[config.mk]
export PLATFORM = sky130hd
export DESIGN_NAME = udp_header_classify_steer
export DESIGN_NICKNAME = d
export VERILOG_FILES = /design/src/hw/rtl/udp_hcs_pkg.sv /design/src/hw/rtl/udp_hcs_div.sv /design/src/hw/rtl/udp_hcs_datapath.sv /design/src/hw/rtl/udp_hcs_ctrl.sv /design/src/hw/rtl/udp_header_classify_steer.sv
export VERILOG_INCLUDE_DIRS = /design/src /design/src/hw/rtl
export SDC_FILE = /design/constraint.sdc
export NUM_CORES = 1
export LEC_CHECK = 0
export BUFFER_PORTS_ARGS = -buffer_cell sky130_fd_sc_hd__buf_2
export CAP_MARGIN = 20
export CORE_ASPECT_RATIO = 1.25
export CORE_MARGIN = 2
export CORE_UTILIZATION = 60
export CTS_BUF_LIST = sky130_fd_sc_hd__clkbuf_8
export CTS_CLUSTER_SIZE = 16
export DETAILED_ROUTE_END_ITERATION = 12
export PLACE_DENSITY = 0.88
export SLEW_MARGIN = 20
export SYNTH_ARGS = -nofsm -noshare
export SYNTH_HDL_FRONTEND = slang
export SYNTH_SLANG_ARGS = --single-unit
[constraint.sdc]
create_clock -name clk -period 8.8 [get_ports clk]
set_input_delay 0.88 -clock clk [delete_from_list [all_inputs] [get_ports clk]]
set_output_delay 0.88 -clock clk [all_outputs]
set_load 0.03 [all_outputs]
[src/hw/rtl/udp_header_classify_steer_assert.svh]
// Assertion macros shared by the UDP header classifier RTL.
`ifndef UDP_HEADER_CLASSIFY_STEER_ASSERT_SVH
`define UDP_HEADER_CLASSIFY_STEER_ASSERT_SVH

`ifndef SYNTHESIS

`define UHCS_ASSERT_IMPLY(label, clk, rst, ante, cons) \
  label: assert property (@(posedge clk) disable iff (rst) (ante) |-> (cons)) \
    else $error("udp_header_classify_steer: same-cycle check failed");

`define UHCS_ASSERT_NEXT(label, clk, rst, ante, cons) \
  label: assert property (@(posedge clk) disable iff (rst) (ante) |=> (cons)) \
    else $error("udp_header_classify_steer: next-cycle check failed");

`else

`define UHCS_ASSERT_IMPLY(label, clk, rst, ante, cons)

`define UHCS_ASSERT_NEXT(label, clk, rst, ante, cons)

`endif

`endif

[src/hw/rtl/udp_hcs_pkg.sv]
// Types, constants and codes shared by the UDP header classifier modules.
`timescale 1ns / 1ps
`default_nettype none

package udp_hcs_pkg;

  // Block parameters.
  localparam logic [6:0] MAX_CPU          = 7'd64;
  localparam logic [7:0] APP_HEADER_BYTES = 8'd20;

  // Header layout and match values.
  localparam logic [7:0]  ETH_LEN          = 8'd14;
  localparam logic [7:0]  IPV4_MIN_END     = 8'd34;
  localparam logic [6:0]  ETH_TYPE_OFF_HI  = 7'd12;
  localparam logic [6:0]  ETH_TYPE_OFF_LO  = 7'd13;
  localparam logic [6:0]  IP_IHL_OFF       = 7'd14;
  localparam logic [6:0]  IP_PROTO_OFF     = 7'd23;
  localparam logic [7:0]  UDP_DPORT_OFF    = 8'd2;
  localparam logic [7:0]  UDP_HDR_LEN      = 8'd8;
  localparam logic [7:0]  APP_MAGIC_OFF    = 8'd8;
  localparam logic [7:0]  APP_KEY_OFF      = 8'd12;
  localparam logic [7:0]  APP_KEY_END      = 8'd16;
  localparam logic [3:0]  MIN_IHL          = 4'd5;
  localparam logic [15:0] ETHERTYPE_IPV4   = 16'h0800;
  localparam logic [7:0]  IP_PROTO_UDP     = 8'd17;
  localparam logic [15:0] DEFAULT_UDP_PORT = 16'd9999;
  localparam logic [31:0] APP_MAGIC        = 32'h4C414D49;
  localparam logic [6:0]  OFFSET_MAX       = 7'd127;

  // Remainder unit: six remainder bits followed by one key byte.
  localparam int DIV_W     = 14;
  localparam int DIV_CNT_W = $clog2(DIV_W);

  localparam int OUT_W = 48;

  // Configuration register indexes.
  localparam logic [1:0] CFG_UDP_PORT  = 2'd0;
  localparam logic [1:0] CFG_CPU_COUNT = 2'd1;
  localparam logic [1:0] CFG_CPU_MASK  = 2'd2;

  typedef enum logic [1:0] {
    VERDICT_PASS     = 2'd0,
    VERDICT_DROP     = 2'd1,
    VERDICT_REDIRECT = 2'd2
  } verdict_t;

  typedef enum logic [2:0] {
    CLS_NONE     = 3'd0,
    CLS_DROPPED  = 3'd1,
    CLS_PASSED   = 3'd2,
    CLS_REDIRECT = 3'd3,
    CLS_INVALID  = 3'd4
  } stat_class_t;

  typedef enum logic [1:0] {
    ST_IDLE,
    ST_KEY_DIV,
    ST_END_DIV,
    ST_EMIT
  } ctrl_state_t;

  typedef struct packed {
    logic accept;
    logic div_start;
    logic div_from_byte;
    logic key_load;
    logic emit;
  } ctrl_cmd_t;

  typedef struct packed {
    logic key_byte;
    logic div_busy;
    logic div_done;
    logic out_free;
  } dp_status_t;

endpackage

`default_nettype wire

[src/hw/rtl/udp_hcs_div.sv]
// Iterative remainder unit: one dividend bit per cycle, restoring subtract.
`timescale 1ns / 1ps
`default_nettype none

module udp_hcs_div (
  input  wire logic                            clk,
  input  wire logic                            rst,
  input  wire logic                            start,
  input  wire logic [udp_hcs_pkg::DIV_W-1:0]   dividend,
  input  wire logic [6:0]                      divisor,
  output logic                                 busy,
  output logic                                 done,
  output logic [5:0]                           remainder
);
  import udp_hcs_pkg::*;

  logic [DIV_W-1:0]     shreg;
  logic [DIV_CNT_W-1:0] cnt;
  logic [6:0]           trial;
  logic [5:0]           rem_step;

  // The remainder stays below the divisor, so the trial value fits seven bits.
  always_comb begin
    trial = {remainder, shreg[DIV_W-1]};
    if (trial >= divisor) begin
      rem_step = 6'(trial - divisor);
    end else begin
      rem_step = trial[5:0];
    end
  end

  always_ff @(posedge clk) begin
    if (rst) begin
      busy <= 1'b0;
      done <= 1'b0;
      cnt  <= '0;
    end else begin
      done <= 1'b0;
      if (start) begin
        busy <= 1'b1;
        cnt  <= '0;
      end else if (busy) begin
        cnt <= cnt + 1'b1;
        if (cnt == DIV_CNT_W'(DIV_W - 1)) begin
          busy <= 1'b0;
          done <= 1'b1;
        end
      end
    end
  end

  always_ff @(posedge clk) begin
    if (start) begin
      shreg     <= dividend;
      remainder <= '0;
    end else if (busy) begin
      shreg     <= {shreg[DIV_W-2:0], 1'b0};
      remainder <= rem_step;
    end
  end

endmodule

`default_nettype wire

[src/hw/rtl/udp_hcs_datapath.sv]
// Datapath: configuration, header field capture, classification and counters.
`timescale 1ns / 1ps
`default_nettype none

module udp_hcs_datapath (
  input  wire logic                             clk,
  input  wire logic                             rst,
  input  wire udp_hcs_pkg::ctrl_cmd_t           cmd,
  output udp_hcs_pkg::dp_status_t               status,
  input  wire logic [7:0]                       in_byte,
  input  wire logic                             cfg_valid,
  input  wire logic [1:0]                       cfg_index,
  input  wire logic [63:0]                      cfg_data,
  input  wire logic                             out_ready,
  output logic                                  out_valid,
  output logic [udp_hcs_pkg::OUT_W-1:0]         out_data
);
  import udp_hcs_pkg::*;

  logic [15:0] udp_port;
  logic [7:0]  cpu_count;
  logic [63:0] cpu_present_mask;

  logic [6:0]  byte_offset;
  logic [15:0] ether_type;
  logic [3:0]  ip_words;
  logic [7:0]  ip_protocol;
  logic [15:0] dest_port;
  logic [31:0] magic_word;
  logic [5:0]  key_remainder;
  logic [31:0] stat_cnt [4];

  logic [6:0]       cpu_n;
  logic [7:0]       off8;
  logic [7:0]       udp_start;
  logic             ihl_ok;
  logic             in_dport;
  logic             in_magic;
  logic [5:0]       key_cur;
  logic [DIV_W-1:0] dividend;
  logic             div_busy;
  logic             div_done;
  logic [5:0]       div_rem;

  verdict_t    verdict;
  stat_class_t cls;
  logic [5:0]  target;
  logic [15:0] match_port;
  logic [1:0]  stat_idx;
  logic [31:0] cnt_sel;
  logic [31:0] cnt_inc;
  logic [31:0] stat_count;

  always_comb begin
    if (cpu_count == 8'd0 || cpu_count > {1'b0, MAX_CPU}) begin
      cpu_n = 7'd1;
    end else begin
      cpu_n = cpu_count[6:0];
    end
  end

  // Offsets inside the UDP and application headers depend on the IHL.
  assign off8      = {1'b0, byte_offset};
  assign udp_start = ETH_LEN + {2'b00, ip_words, 2'b00};
  assign ihl_ok    = (ip_words >= MIN_IHL);
  assign in_dport  = ihl_ok && (off8 == udp_start + UDP_DPORT_OFF ||
                                off8 == udp_start + UDP_DPORT_OFF + 8'd1);
  assign in_magic  = ihl_ok && off8 >= udp_start + APP_MAGIC_OFF &&
                     off8 < udp_start + APP_KEY_OFF;

  assign status.key_byte = ihl_ok && off8 >= udp_start + APP_KEY_OFF &&
                           off8 < udp_start + APP_KEY_END;
  assign status.div_busy = div_busy;
  assign status.div_done = div_done;
  assign status.out_free = !out_valid || out_ready;

  assign key_cur  = cmd.key_load ? div_rem : key_remainder;
  assign dividend = cmd.div_from_byte ? {key_remainder, in_byte} : {8'd0, key_cur};

  udp_hcs_div u_div (
    .clk       (clk),
    .rst       (rst),
    .start     (cmd.div_start),
    .dividend  (dividend),
    .divisor   (cpu_n),
    .busy      (div_busy),
    .done      (div_done),
    .remainder (div_rem)
  );

  always_ff @(posedge clk) begin
    if (rst) begin
      udp_port         <= '0;
      cpu_count        <= 8'd1;
      cpu_present_mask <= '0;
    end else if (cfg_valid) begin
      case (cfg_index)
        CFG_UDP_PORT:  udp_port         <= cfg_data[15:0];
        CFG_CPU_COUNT: cpu_count        <= cfg_data[7:0];
        CFG_CPU_MASK:  cpu_present_mask <= cfg_data;
        default: ;
      endcase
    end
  end

  // Classification of the finished frame; byte_offset equals its length, saturated at 127, here.
  always_comb begin
    match_port = (udp_port != 16'd0) ? udp_port : DEFAULT_UDP_PORT;
    verdict    = VERDICT_PASS;
    cls        = CLS_NONE;
    target     = '0;
    if (off8 < ETH_LEN) begin
      cls = CLS_INVALID;
    end else if (ether_type != ETHERTYPE_IPV4) begin
      cls = CLS_NONE;
    end else if (off8 < IPV4_MIN_END || !ihl_ok) begin
      cls = CLS_INVALID;
    end else if (ip_protocol != IP_PROTO_UDP) begin
      cls = CLS_NONE;
    end else if (off8 < udp_start + UDP_HDR_LEN) begin
      cls = CLS_INVALID;
    end else if (dest_port != match_port) begin
      cls = CLS_NONE;
    end else if (off8 < udp_start + UDP_HDR_LEN + APP_HEADER_BYTES ||
                 magic_word != APP_MAGIC) begin
      verdict = VERDICT_DROP;
      cls     = CLS_DROPPED;
    end else if (cpu_present_mask[div_rem]) begin
      verdict = VERDICT_REDIRECT;
      cls     = CLS_REDIRECT;
      target  = div_rem;
    end else begin
      cls = CLS_PASSED;
    end
  end

  always_comb begin
    case (cls)
      CLS_DROPPED:  stat_idx = 2'd0;
      CLS_PASSED:   stat_idx = 2'd1;
      CLS_REDIRECT: stat_idx = 2'd2;
      CLS_INVALID:  stat_idx = 2'd3;
      default:      stat_idx = 2'd0;
    endcase
    cnt_sel    = stat_cnt[stat_idx];
    cnt_inc    = (cnt_sel == '1) ? cnt_sel : cnt_sel + 32'd1;
    stat_count = (cls == CLS_NONE) ? 32'd0 : cnt_inc;
  end

  always_ff @(posedge clk) begin
    if (rst) begin
      byte_offset   <= '0;
      ether_type    <= '0;
      ip_words      <= '0;
      ip_protocol   <= '0;
      dest_port     <= '0;
      magic_word    <= '0;
      key_remainder <= '0;
      for (int i = 0; i < 4; i++) begin
        stat_cnt[i] <= '0;
      end
    end else if (cmd.emit) begin
      byte_offset   <= '0;
      ether_type    <= '0;
      ip_words      <= '0;
      ip_protocol   <= '0;
      dest_port     <= '0;
      magic_word    <= '0;
      key_remainder <= '0;
      if (cls != CLS_NONE) begin
        stat_cnt[stat_idx] <= cnt_inc;
      end
    end else begin
      if (cmd.key_load) begin
        key_remainder <= div_rem;
      end
      if (cmd.accept) begin
        if (byte_offset == ETH_TYPE_OFF_HI || byte_offset == ETH_TYPE_OFF_LO) begin
          ether_type <= {ether_type[7:0], in_byte};
        end
        if (byte_offset == IP_IHL_OFF) begin
          ip_words <= in_byte[3:0];
        end
        if (byte_offset == IP_PROTO_OFF) begin
          ip_protocol <= in_byte;
        end
        if (in_dport) begin
          dest_port <= {dest_port[7:0], in_byte};
        end
        if (in_magic) begin
          magic_word <= {magic_word[23:0], in_byte};
        end
        if (byte_offset != OFFSET_MAX) begin
          byte_offset <= byte_offset + 7'd1;
        end
      end
    end
  end

  always_ff @(posedge clk) begin
    if (rst) begin
      out_valid <= 1'b0;
    end else if (cmd.emit) begin
      out_valid <= 1'b1;
    end else if (out_ready) begin
      out_valid <= 1'b0;
    end
  end

  always_ff @(posedge clk) begin
    if (cmd.emit) begin
      out_data <= {5'd0, stat_count, cls, target, verdict};
    end
  end

endmodule

`default_nettype wire

[src/hw/rtl/udp_hcs_ctrl.sv]
// Controller: sequences byte intake, remainder steps and result emission.
`timescale 1ns / 1ps
`default_nettype none

module udp_hcs_ctrl (
  input  wire logic                     clk,
  input  wire logic                     rst,
  input  wire logic                     in_valid,
  input  wire logic                     in_last,
  output logic                          in_ready,
  input  wire udp_hcs_pkg::dp_status_t  status,
  output udp_hcs_pkg::ctrl_cmd_t        cmd
);
  import udp_hcs_pkg::*;

  ctrl_state_t state;
  ctrl_state_t state_next;
  logic        frame_last;
  logic        accept;

  assign in_ready = (state == ST_IDLE);
  assign accept   = in_valid && in_ready;

  always_ff @(posedge clk) begin
    if (rst) begin
      state      <= ST_IDLE;
      frame_last <= 1'b0;
    end else begin
      state <= state_next;
      if (accept) begin
        frame_last <= in_last;
      end
    end
  end

  always_comb begin
    state_next = state;
    case (state)
      ST_IDLE: begin
        if (accept) begin
          if (status.key_byte) begin
            state_next = ST_KEY_DIV;
          end else if (in_last) begin
            state_next = ST_END_DIV;
          end
        end
      end
      ST_KEY_DIV: begin
        if (status.div_done) begin
          state_next = frame_last ? ST_END_DIV : ST_IDLE;
        end
      end
      ST_END_DIV: begin
        if (status.div_done) begin
          state_next = ST_EMIT;
        end
      end
      ST_EMIT: begin
        if (status.out_free) begin
          state_next = ST_IDLE;
        end
      end
      default: state_next = ST_IDLE;
    endcase
  end

  // The last key byte's remainder feeds the final reduction directly.
  always_comb begin
    cmd = '0;
    case (state)
      ST_IDLE: begin
        cmd.accept        = accept;
        cmd.div_start     = accept && (status.key_byte || in_last);
        cmd.div_from_byte = status.key_byte;
      end
      ST_KEY_DIV: begin
        cmd.key_load  = status.div_done;
        cmd.div_start = status.div_done && frame_last;
      end
      ST_END_DIV: ;
      ST_EMIT: begin
        cmd.emit = status.out_free;
      end
      default: cmd = '0;
    endcase
  end

endmodule

`default_nettype wire

[src/hw/rtl/udp_header_classify_steer.sv]
// Top level of the UDP header classifier and CPU steering block.
//
//   channel  | handshake                      | payload
//   ---------+--------------------------------+-----------------------------------------
//   s_axis   | s_axis_tvalid / s_axis_tready  | tdata[7:0] frame byte, tlast frame end
//   m_axis   | m_axis_tvalid / m_axis_tready  | tdata: verdict, steer cpu, class, count
//   cfg      | cfg_valid / cfg_ready          | cfg_index register, cfg_data value
//
// A byte outside the partition key, unless it ends the frame, does not stall intake. Each of the four key bytes
// stalls intake while the remainder unit, which retires one dividend bit a cycle, reduces it.
// The last byte is followed by the final reduction and the result write.
// Reset is synchronous and restores configuration, frame state and counters at once.
// A waiting result does not stop intake; only a frame end waits for the output register.
`timescale 1ns / 1ps
`default_nettype none

`include "udp_header_classify_steer_assert.svh"

module udp_header_classify_steer (
  input  wire logic        clk,
  input  wire logic        rst,
  input  wire logic        s_axis_tvalid,
  output logic             s_axis_tready,
  input  wire logic [7:0]  s_axis_tdata,   // [7:0] frame_byte
  input  wire logic        s_axis_tlast,
  output logic             m_axis_tvalid,
  input  wire logic        m_axis_tready,
  // [1:0] verdict, [7:2] steer_cpu, [10:8] stat_class, [42:11] stat_count
  output logic [47:0]      m_axis_tdata,
  input  wire logic        cfg_valid,
  output logic             cfg_ready,
  input  wire logic [1:0]  cfg_index,
  input  wire logic [63:0] cfg_data
);
  import udp_hcs_pkg::*;

  ctrl_cmd_t  cmd;
  dp_status_t status;

  assign cfg_ready = 1'b1;

  udp_hcs_ctrl u_ctrl (
    .clk      (clk),
    .rst      (rst),
    .in_valid (s_axis_tvalid),
    .in_last  (s_axis_tlast),
    .in_ready (s_axis_tready),
    .status   (status),
    .cmd      (cmd)
  );

  udp_hcs_datapath u_datapath (
    .clk       (clk),
    .rst       (rst),
    .cmd       (cmd),
    .status    (status),
    .in_byte   (s_axis_tdata),
    .cfg_valid (cfg_valid),
    .cfg_index (cfg_index),
    .cfg_data  (cfg_data),
    .out_ready (m_axis_tready),
    .out_valid (m_axis_tvalid),
    .out_data  (m_axis_tdata)
  );

  `UHCS_ASSERT_NEXT(a_emit_shows_result, clk, rst, cmd.emit, m_axis_tvalid)
  `UHCS_ASSERT_IMPLY(a_emit_slot_free, clk, rst, cmd.emit, status.out_free)
  `UHCS_ASSERT_IMPLY(a_no_intake_while_dividing, clk, rst, status.div_busy, !s_axis_tready)
  `UHCS_ASSERT_IMPLY(a_redirect_class, clk, rst,
    m_axis_tvalid && m_axis_tdata[1:0] == VERDICT_REDIRECT,
    m_axis_tdata[10:8] == CLS_REDIRECT)

endmodule

`default_nettype wire
After elaboration in Yosys (flattened, before gate mapping)
Memory sizes are Yosys's and may differ from the RTL's. Index checks and enable logic that the tools add are counted.

Register bits after elaboration: 250. Memory bits (writable): 128. Word-level logic and storage cells: 166. Memories kept: 1.

Memories: u_datapath.stat_cnt (words 4, width 32, read ports 1, clocked after Yosys merged registers in 0, wr ports 4, line udp_hcs_datapath.sv:31) `logic [31:0] stat_cnt [4];`.

$add $sub $neg: 11. Magnitude comparators: 12. Eq/ne operators: 26. Muxes and demuxes: 49. Bitwise logic cells: 2. Reduce and logical (&&, ||, !) cells: 42.

Operators with widths (count): $mux W32 (2); $mux W14 (3); $add A32 B1 Y32 const B (1); $eq A32 B32 Y1 const B (1); $lt A7 B8 Y1 (4); $ne A32 B31 Y1 const B (1); $reduce_or A32 Y1 (1); $eq A7 B4 Y1 const B (3); $mux W3 (7); $mux W1 (20); $mux W2 (9); $reduce_and A2 Y1 (9); $add A8 B4 Y8 const B (2); $add A8 B5 Y8 const B (2); $eq A7 B8 Y1 (2); $ge A7 B8 Y1 (2); $mux W16 (1); $ne A16 B12 Y1 const B (1); $ne A16 B16 Y1 (1); $reduce_bool A16 Y1 (1); $mux W6 (2); $add A8 B1 Y8 const B (1); $add A8 B2 Y8 const B (1); $gt A8 B7 Y1 const B (1); other kinds (40) (64).

Longest topological paths before layout
Depth after elaboration: 19. Depth in mapped cells: 27. Gate-level depth less buffers: 23.

Modules after synthesis
From an unflattened synthesis, not the netlist that was laid out.

Cells, all modules: 1876. Area total of the unflattened synthesis: 18629.1 µm².

Modules (own cells, without submodules): udp_hcs_datapath (times used 1, cells an instance 1714, area an instance 16913.7 µm², sequential area each 8698.3 µm²); udp_hcs_div (times used 1, cells an instance 136, area an instance 1490.2 µm², sequential area each 660.6 µm²); udp_hcs_ctrl (times used 1, cells an instance 24, area an instance 214.0 µm², sequential area each 60.1 µm²); udp_header_classify_steer (times used 1, cells an instance 2, area an instance 11.3 µm², sequential area each 0.0 µm²).

Worst setup path after synthesis
No wires, ideal clock.

Kind: register to register. Start point: reg u_datapath.ip_words[0]. End point: mem u_datapath.stat_cnt[0][27], data pin. Arrival time: 5.883 ns. Setup slack: 2.651 ns. Stages on the path, launching flop included: 28. Period minus slack after synthesis: 6.149 ns. Path through: dfxtp_1 inv_1 ha_1 xor2_1 inv_1 ha_1 xor3_1 nor2_1 xor2_1 ha_1 o21a_1 o21a_1 a311oi_1 or4_1 or4_4 buf_4 buf_6 buf_6 nand3_1 o211a_1 inv_1 ha_1 a21boi_0 and4_4 buf_2 a311oi_1 xor2_1 nor2_1.

RTL lines: start, declared (line udp_hcs_datapath.sv:26) `logic [3:0] ip_words;`; start signal, assigned (line udp_hcs_datapath.sv:182) `ip_words <= in_byte[3:0];`; end, declared (line udp_hcs_datapath.sv:31).

==> results.py <==
metrics = {
    "status": {
        "outcome": "complete, no violations",
    },
    "clock_network": {
        "post_cts_buffers": 0,
        "clockBufferDepth": 3,
        "cts_num_sinks": 378,
        "cts_resized": 0,
        "clock_latency_ps": 610,
        "hold_buffers": 0,
        "cts_tree": "built",
        "cts_inserted_buffers": 54,
        "clk_pin_slew_ps": 70,
        "h-tree-depth": 2,
        "clock-root-buffer": "clkbuf_8",
    },
    "timing": {
        "fin_ws_ps": 1020,
        "fmax_mhz": 128,
        "fin_crit_sh_pct": 88.4,
        "tightest_slew_ps": 1060,
        "finClkSkew_ps": 44.9,
        "slew_headroom_pct": 29.0,
        "period_minus_slack_ps": 7780,
        "grt_setup_unrepaired": "no",
        "finalSetupViolations": 0,
        "slew_violations": 0,
        "hold_viol_final": 0,
        "fin_setup_tns_ps": 0,
    },
    "synthesis": {
        "yosys_warnings": 0,
        "synthFlopType": "dfxtp_1",
        "synth_cell_types": 94,
        "netlist_area_um2": 18100,
        "ys_seq_elements": 378,
        "async_reset_ff_share_pct": 0,
        "synth_enable_flop_cells": 185,
        "yosysSeqAreaShare_pct": 52.0,
        "syn_inst": 1795,
        "avgSynthCellArea_um2": 10.1,
    },
    "routing": {
        "drc": 0,
        "finalWirelength_mm": 45.6,
        "drt_pass1_iterations": 5,
        "wl_per_cell_um": 19.6,
        "vias_per_cell": 6.21,
        "first_iter_violations": 1241,
        "route.vias.total": 14500,
        "antenna_left": 0,
    },
    "floorplanning": {
        "start_util_pct": 60.5,
        "io_pins": 131,
        "std_cell_rows": 71,
        "fp.dieH_um": 198,
        "die_w_um": 159,
        "core_um2": 29900,
        "dieArea_um2": 31600,
    },
    "pwr": {
        "p_sw_w": 0.00101,
        "clkPwrFrac_pct": 35.6,
        "pwr-share-comb_pct": 12.4,
        "seq_power_share_pct": 52.0,
        "p_sw_share_pct": 26.7,
        "ir_drop_v": 0.000144,
        "power_density_nw_per_um2": 189,
        "p_int_w": 0.00277,
        "leakage_nw": 7.92,
    },
    "global_routing": {
        "grt_overflow_total": 0,
        "grt_pass1_vias": 14100,
        "antenna_found_initial": 0,
        "grt_max_degree": 90,
        "grt_pass1_wl_mm": 71.3,
        "grt_use_total_pct": 28.2,
    },
    "worst_setup_path": {
        "cp.required_ps": 9150,
        "crit_arrival_ps": 8130,
        "crit_fanout": 32,
        "cpPeakStageDelay_ps": 930,
        "cp_top_family": "simple AND/OR/NAND/NOR gates",
        "path_class": "flip-flop to flip-flop",
        "critical_path.slowest_cell": "nor4_4",
        "cp-end-kind": "flip-flop",
        "worstPathCellList": "inv_1, ha_1, xor2_1, inv_1, ha_1, xor3_1, nor2_1, xor2_1, ha_1, o21a_1, o21a_1, a311oi_1, or4_1, or4_4, clkinv_2, nor2_1, a221oi_1, nand4bb_2, nor4_4, and3_1, mux2i_1, nor2_1",
        "critPathBufInv": 3,
        "startpoint_type": "flip-flop",
    },
    "hold_path": {
        "min_path_type": "flip-flop to flip-flop",
    },
    "run": {
        "drv_cap": 0,
    },
    "cells_and_area": {
        "fin_nets": 2011,
        "drive_gt1_share_pct": 14.7,
        "areaGrowthSynthToFinish_pct": 10.5,
        "layout_commonest_cell": "nor2_1",
        "layout_common_cells": "268 x nor2_1, 209 x nand2_1, 193 x dfxtp_1",
        "n_antenna_cell": 0,
        "postLayoutCellArea_um2": 20000,
        "fillers": 2272,
    },
    "placement": {
        "port_buffers": 124,
        "place_area_um2": 19000,
        "dpl.hpwl_mm": 30.4,
        "place.gp.congestion": 0.959,
        "preCtsSetupSlack_ps": 1210,
    },
}
power groups by stage:
stage                     Clock, W  Sequential [W]  Combinational [W]
after floorplan                  0         0.00196           0.000355
after global placement           0         0.00200           0.000447
after detailed placement         0         0.00200           0.000462
after CTS                  0.00136         0.00197           0.000464
after global routing       0.00143         0.00197           0.000508
final                      0.00134         0.00197           0.000470
registers in the layout (all words and copies together) (netlist names), 2 cells and up:
name and flops:
u_datapath.magic_word 32, u_datapath.dest_port 16, u_datapath.cpu_count 8, u_datapath.byte_offset 7
u_datapath.u_div.cnt 4, u_datapath.cpu_present_mask 64, u_datapath.u_div.shreg 14, u_datapath.out_data 43
u_datapath.ether_type 16, u_datapath.u_div.remainder 6, u_datapath.ip_words 4, u_datapath.key_remainder 6
u_datapath.stat_cnt 128, u_datapath.ip_protocol 8, u_ctrl.state 2, u_datapath.udp_port 16
tightest hold or removal path: cells and delay by family (launching register included):
| family | cells | cell delay, ps |
|---|---|---|
| AOI/OAI and AO/OA | 1 | 50 |
| and+or+nand+nor | 1 | 50 |
| DFF | 1 | 310 |
final timing paths:
check / cells past startpoint / end / from / slack (ps)
worst max register to register: 22 / u_datapath.stat_cnt[1][1] / u_datapath.ip_words[0] / 1020
worst min register to register: 2 / u_datapath.cpu_present_mask[12] / u_datapath.cpu_present_mask[12] / 450
worst max-delay path: 22 / u_datapath.stat_cnt[1][1] / u_datapath.ip_words[0] / 1020
worst min-delay path: 2 / u_datapath.cpu_present_mask[12] / u_datapath.cpu_present_mask[12] / 450
cell usage after synthesis (8+ instances only):
library cell	count	area share (%)
a22oi_1	11	0.46
mux4_2	16	2.0
clkbuf_1	71	1.5
nor4_1	17	0.59
and4_1	8	0.39
nand2b_1	11	0.38
mux2i_1	104	5.7
nand4_1	24	0.83
and2_1	9	0.31
buf_4	9	0.37
xor2_1	28	1.4
buf_2	14	0.39
nand3_1	33	0.91
o211ai_1	15	0.62
nor2_1	269	5.6
nor2b_1	15	0.52
dfxtp_1	193	21
buf_1	11	0.23
o21ai_0	32	0.88
xnor2_1	31	1.5
nand2_1	209	4.3
o211a_1	8	0.44
a21o_1	9	0.37
nor3_1	35	0.97
inv_1	37	0.77
a211oi_1	14	0.58
a311oi_1	8	0.39
a211o_1	12	0.58
edfxtp_1	185	31
a21oi_1	138	3.8
and3_1	18	0.62
ha_1	39	2.7
cells by family after synthesis:
kind of cell / share of synthesized area (%)
compound gates: 12.3
xor+xnor: 3.16
buf+inv: 3.54
simple gates: 18.3
mux: 7.86
flops: 52.0
other cells: 0.0414
fa+ha+maj: 2.80
final cells by class:
type / count / area (um^2) / share of cell area (%)
clock inverters: 31 / 140 / 0.699
well taps: 401 / 502 / 2.50
inverters: 40 / 151 / 0.756
multi-input cells: 1272 / 8120 / 40.5
clock buffers: 67 / 922 / 4.60
flip-flops and latches: 378 / 9420 / 47.0
repair buffers: 145 / 781 / 3.90
stage by stage:
| step | total power, W | hold slack, ps | std cells | utilization, % |
|---|---|---|---|---|
| final | 0.00378 | 453 | 2334 | 66.9 |
| after global routing | 0.00391 | 472 | 2334 | 66.9 |
| after CTS | 0.00379 | 456 | 2333 | 66.9 |
| after detailed placement | 0.00247 | 447 | 2235 | 63.3 |
| after global placement | 0.00245 | 439 | 2235 | 63.3 |
| after floorplan | 0.00232 | 433 | 1799 | - |
layer usage:
layer / part of all wire, % / GRT usage [%] / vias up
met1: 37 / 32.9 / 6944
met5: 0 / 0 / -
li1: - / - / 6677
met3: 7.4 / 4.27 / 169
met2: 50 / 49.7 / 708
met4: 4.8 / 16.2 / 0
Note: power is estimated with default switching activity, not from simulation.
